File: src/sv/kls_pkg.sv
// kls_pkg: shared constants and types for the key list sorter
// used by kls_cell and key_list_sorter; no dependencies
package kls_pkg;

  // default sizes of the sorting chain
  localparam int unsigned DEPTH_DEF     = 64;
  localparam int unsigned KEY_WIDTH_DEF = 32;

  // width of the key field on both stream ports
  localparam int unsigned DATA_W = 32;

  // status one cell shows its neighbors
  typedef struct packed {
    logic vld;  // cell holds a key
    logic gt;   // held key is greater than the key being inserted
  } cell_stat_t;

endpackage

File: src/sv/kls_cell.sv
// kls_cell: one cell of the insertion chain, holds a single key
// depends on kls_pkg (cell_stat_t)
module kls_cell #(
  parameter int unsigned KEY_WIDTH = kls_pkg::KEY_WIDTH_DEF
) (
  input  logic                   clk_i,
  input  logic                   rst_ni,
  input  logic                   ins_i,          // insert new_key_i into the chain
  input  logic                   shift_i,        // pop: take the right neighbor's key
  input  logic [KEY_WIDTH-1:0]   new_key_i,
  input  logic [KEY_WIDTH-1:0]   left_key_i,
  input  kls_pkg::cell_stat_t    left_stat_i,
  input  logic [KEY_WIDTH-1:0]   right_key_i,
  input  kls_pkg::cell_stat_t    right_stat_i,
  output logic [KEY_WIDTH-1:0]   key_o,
  output kls_pkg::cell_stat_t    stat_o
);

  logic [KEY_WIDTH-1:0] key_q, key_d;
  logic                 vld_q, vld_d;
  logic                 gt;

  // compare held key with the broadcast key
  assign gt = vld_q && (key_q > new_key_i);

  // next content: keep, take from left or the new key on insert, take from right on pop
  always_comb begin
    key_d = key_q;
    vld_d = vld_q;
    if (shift_i) begin
      key_d = right_key_i;
      vld_d = right_stat_i.vld;
    end else if (ins_i) begin
      if (gt) begin
        key_d = left_stat_i.gt ? left_key_i : new_key_i;
      end else if (!vld_q) begin
        if (left_stat_i.gt) begin
          key_d = left_key_i;
          vld_d = 1'b1;
        end else if (left_stat_i.vld) begin
          key_d = new_key_i;
          vld_d = 1'b1;
        end
      end
    end
  end

  // valid bit
  always_ff @(posedge clk_i or negedge rst_ni) begin
    if (!rst_ni) begin
      vld_q <= 1'b0;
    end else begin
      vld_q <= vld_d;
    end
  end

  // key payload
  always_ff @(posedge clk_i) begin
    key_q <= key_d;
  end

  assign key_o      = key_q;
  assign stat_o.vld = vld_q;
  assign stat_o.gt  = gt;

endmodule

File: config.mk
export PLATFORM = sky130hd
export DESIGN_NAME = kls_cell
export DESIGN_NICKNAME = d
export VERILOG_FILES = /design/src/sv/kls_pkg.sv /design/src/sv/kls_cell.sv
export SDC_FILE = /design/constraint.sdc
export NUM_CORES = 1
export LEC_CHECK = 0
export BUFFER_PORTS_ARGS = -buffer_cell sky130_fd_sc_hd__buf_2
export CELL_PAD_IN_SITES_DETAIL_PLACEMENT = 0
export CELL_PAD_IN_SITES_GLOBAL_PLACEMENT = 1
export CORE_MARGIN = 8
export CORE_UTILIZATION = 30
export CTS_BUF_LIST = sky130_fd_sc_hd__clkbuf_4
export CTS_CLUSTER_SIZE = 8
export DETAILED_ROUTE_END_ITERATION = 12
export PLACE_DENSITY = 0.75
export SLEW_MARGIN = 10
export SYNTH_ARGS = -nofsm -noshare
export SYNTH_HDL_FRONTEND = slang
export SYNTH_SLANG_ARGS = --single-unit
export TNS_END_PERCENT = 20
File: constraint.sdc
create_clock -name clk_i -period 2.5 [get_ports clk_i]
set_input_delay 0.5 -clock clk_i [delete_from_list [all_inputs] [get_ports clk_i]]
set_output_delay 0.5 -clock clk_i [all_outputs]
set_load 0.05 [all_outputs]
-- Yosys cells after proc, flatten, opt, wreduce, memory -nomap -nowiden
Index checks and enable logic that the tools add are counted.
- register bits: 33
- bits of input ports: 104
- output and inout port bits: 34
- $lt $le $gt $ge: 1
- eq/ne operators: 2
- multiplexer cells: 13
- reduce and logical (&&, ||, !) cells: 5
- operator list (cell ; count):
    $mux W32 ; 7
    $gt A32 B32 Y1 ; 1
    $mux W1 ; 6
    $reduce_bool A4 Y1 ; 1
    $ne A3 B2 Y1 const B ; 1
    $reduce_and A3 Y1 ; 1
    $ne A2 B2 Y1 const B ; 1
    $reduce_and A2 Y1 ; 1
    $reduce_bool A2 Y1 ; 1
    $logic_and A1 B1 Y1 ; 1

-- Logic depth before layout (Yosys ltp)
- depth after elaboration: 6
- depth in mapped cells: 8
- gate-level depth less buffers: 7

-- Worst setup path after synthesis
OpenSTA, ideal clock, no wires.
- path kind: register -> register
- start: reg key_q[18], in the netlist key_o[18]
- end: reg key_q[0], in the netlist key_o[0], enable pin
- library setup time: 0.561 ns
- data arrival time: 2.519 ns
- setup slack: -0.580 ns
- stages on the path, launching flop included: 7
- period minus slack after synthesis: 3.080 ns
- cells stage by stage: edfxtp_1 -> ha_1 -> a211oi_1 -> a211oi_1 -> o31a_1 -> o211ai_1 -> nand3_1
- cells in the longest elaborated chain, start to end: 4
- ends and longest elaborated chain (what ; RTL line ; RTL):
    start: declaration ; kls_cell.sv:19 ; logic [KEY_WIDTH-1:0] key_q, key_d;
    start signal: assignment ; kls_cell.sv:59 ; key_q <= key_d;
    $gt A32 B32 Y1 (*) ; kls_cell.sv:24 ; assign gt = vld_q && (key_q > new_key_i);
    $logic_and A1 B1 Y1 (*) ; kls_cell.sv:24 ;
    $ne A3 B2 Y1 (no source line) or $reduce_bool A4 Y1 (tied branches) ; - ;
    $reduce_and A3 Y1 (no source line) (*) ; - ;
Mark *: on every way between the ends. The rest lies on a longest branch, timed or not.
A chain may end at the register's enable or synchronous reset.

==> qor.yml <==
status: "finished with violations"
failed_checks: "negative setup slack"
final_nets: 553
crit_chain: "ha_4 -> nand4_4 -> or2_4 -> a211oi_4 -> o31ai_1 -> a21boi_1 -> buf_6"
p_leak_uw: 0.00188
cp.required_ps: 2000
layoutNonFillerInstCount: 524
synth-compound-area-share_pct: 13.9
cp_max_fo: 2
track_usage_pct: 12.9
setup_viol: 1
core_area_um2: 8220
via_count: 2373
grt.overflow.total: 0
antenna_found_initial: 1
rsz0062_at_grt: "yes"
syn_nets: 402
timing.fmax_ghz: 0.373
synth_edf_count: 32
cts_buffer_depth: 2
grt_max_degree: 41
clk_pin_slew_ps: 120
routedWlPerCell_um: 14.6
first_iter_violations: 75
synth_xor_area_share_pct: 0
htreeDepth: 2
period_share_pct: 107
drive_gt1_share_pct: 42.3
gp_congestion: 0.738
area_growth_pct: 43.9
path_class: "flop to output pin"
async_reset_ff_share_pct: 3.03
synth-simple-area-share_pct: 11.9
die_w_um: 108
dieArea_um2: 11700
dp_hpwl_um: 6380
synth-warning-count: 0
ios: 138
worstSkewPairLatency_ps: 340
drc_errors: 0
via_per_inst: 4.53
fillers: 844
max_stage_delay_ps: 440
cts_tree: "yes"
maxSlewHeadroom_pct: 61.4
finalPower_uw: 1800
maxCapViolCount: 0
clock-sinks: 33
ys.flop_type: "edfxtp_1"
die_h_um: 108
worst_slew_pin_slew_ps: 579
io_buffers: 136
pre_cts_slack_ps: -145
dr.pass1.iters: 4
cp-start-kind: "flop"
grt_pass1_wl_um: 12200
cts_buffers: 5
placed_cells: 509
slew_violations: 0
fin_skew_ps: 20.2
peakVddDrop_mv: 0.208
hold_viol: 0
synthAdderAreaFrac_pct: 15.7
synth_top_family_by_area: "adder cells"
p_per_area_nw_per_um2: 490
routed_wl_um: 7650
crit_path_top_delay_cell: "edfxtp_1"
syn-cell-area_um2: 2550
syn_inst: 266
synth_seq_cells: 33
first_global_vias: 2580
synthMuxAreaShare_pct: 12.6
rows: 33
final_antenna_net_count: 0
syn_avg_cell_area_um2: 9.58
ys_seq_area_share_pct: 38.7
root_buffer: "clkbuf_4"
cp.arrival_ps: 2180
synth_cell_types: 31
hold_class: "primary input to flop"
critPathCaptureType: "output pin"
fin_crit_ps: 2680
start_util_pct: 31.0
setup_slack_ps: -179
hold_slack_ps: 422
==> final timing paths <==
path	cells after the start	to	slack [ps]	startpoint
setup / recovery	7	stat_o[0]	-180	key_o[14]
hold / removal	3	vld_q	420	right_stat_i[1]
setup reg to reg	9	key_o[31]	180	key_o[14]
hold reg to reg	2	vld_q	620	vld_q
max in group asynchronous	2	vld_q	1930	rst_ni
min in group asynchronous	2	vld_q	490	rst_ni
==> layer usage <==
layer	part of all wire [%]	vias up	GRT usage [%]
met3	7.8	6	4.34
met5	0	-	0
met4	1.6	0	3.87
met2	50	67	21.7
li1	-	1251	-
met1	40	1049	15.2
==> cell type report <==
class	count	area (µm²)	area share [%]
repair buffers	157	872	23.8
clock buffers	7	52.6	1.43
diodes	1	2.50	0.0682
inverters	33	124	3.38
flip-flops and latches	33	986	26.9
clock inverters	1	3.75	0.102
well taps	105	131	3.58
multi-input cells	187	1500	40.8
==> report_power, final <==
part	switching (µW)	internal [µW]
Combinational	477	285
Clock	185	130
Sequential	35.3	686
Total	697	1100
==> timing repair <==
action	in CTS	in global routing
setup endpoints to repair	1	1
hold buffers	1	0
endpoints found under the hold margin	1	0
buffers inserted	3	2
gates resized for setup	8	5
pin swaps	8	3
==> synthesized netlist by cell type, drive strengths merged (3+ instances only) <==
library cell | n | area share (%)
o21ai | 35 | 6.9
ha | 32 | 16
edfxtp | 32 | 38
nand3 | 3 | 0.59
nand2 | 37 | 5.4
clkbuf | 7 | 1.0
nor2 | 8 | 1.2
a21oi | 10 | 2.0
nand4 | 8 | 2.5
a211oi | 4 | 1.4
inv | 33 | 4.9
buf | 6 | 1.4
mux2i | 32 | 13
==> flip-flops by register name (all words and copies together), names as in the netlist <==
register / flops
key_o: 32
vld_q: 1
==> placed cells by master (no fill, tap or decap), drive strengths merged, types with 2 or more instances in the layout <==
master	synthesis	layout
o21ai	35	35
inv	33	33
nor2	8	8
clkbuf	7	7
nor2b	2	2
edfxtp	32	32
nand2	37	37
a211oi	4	4
o211ai	2	2
nand3	3	3
buf	6	156
nand4	8	8
o31ai	2	2
nor4	2	2
o21a	2	2
a21oi	10	10
a21boi	2	2
ha	32	32
mux2i	32	32
==> cell families after synthesis <==
logic type                 after synthesis
AOI/OAI and AO/OA                       61
adders and majority gates               32
buffers and inverters                   46
DFF                                     33
muxes                                   32
and+or+nand+nor                         62
==> worst max-delay path, delay by kind of cell, from the launching register on <==
family          cells  cell delay [ps]
buf+inv             1              190
fa+ha+maj           1              310
simple gates        2              400
compound gates      3              500
flops               1              440
==> stage by stage <==
stage               TNS (ps)  util [%]  area, µm²
detailed placement     -3370      42.1       3460
finish                  -179      44.6       3670
global placement       -2880      42.1       3460
floorplan              -14.7         -       2570
global route            -301      44.6       3670
CTS                     -151      43.8       3600
Note: power is estimated with default switching activity, not from simulation.
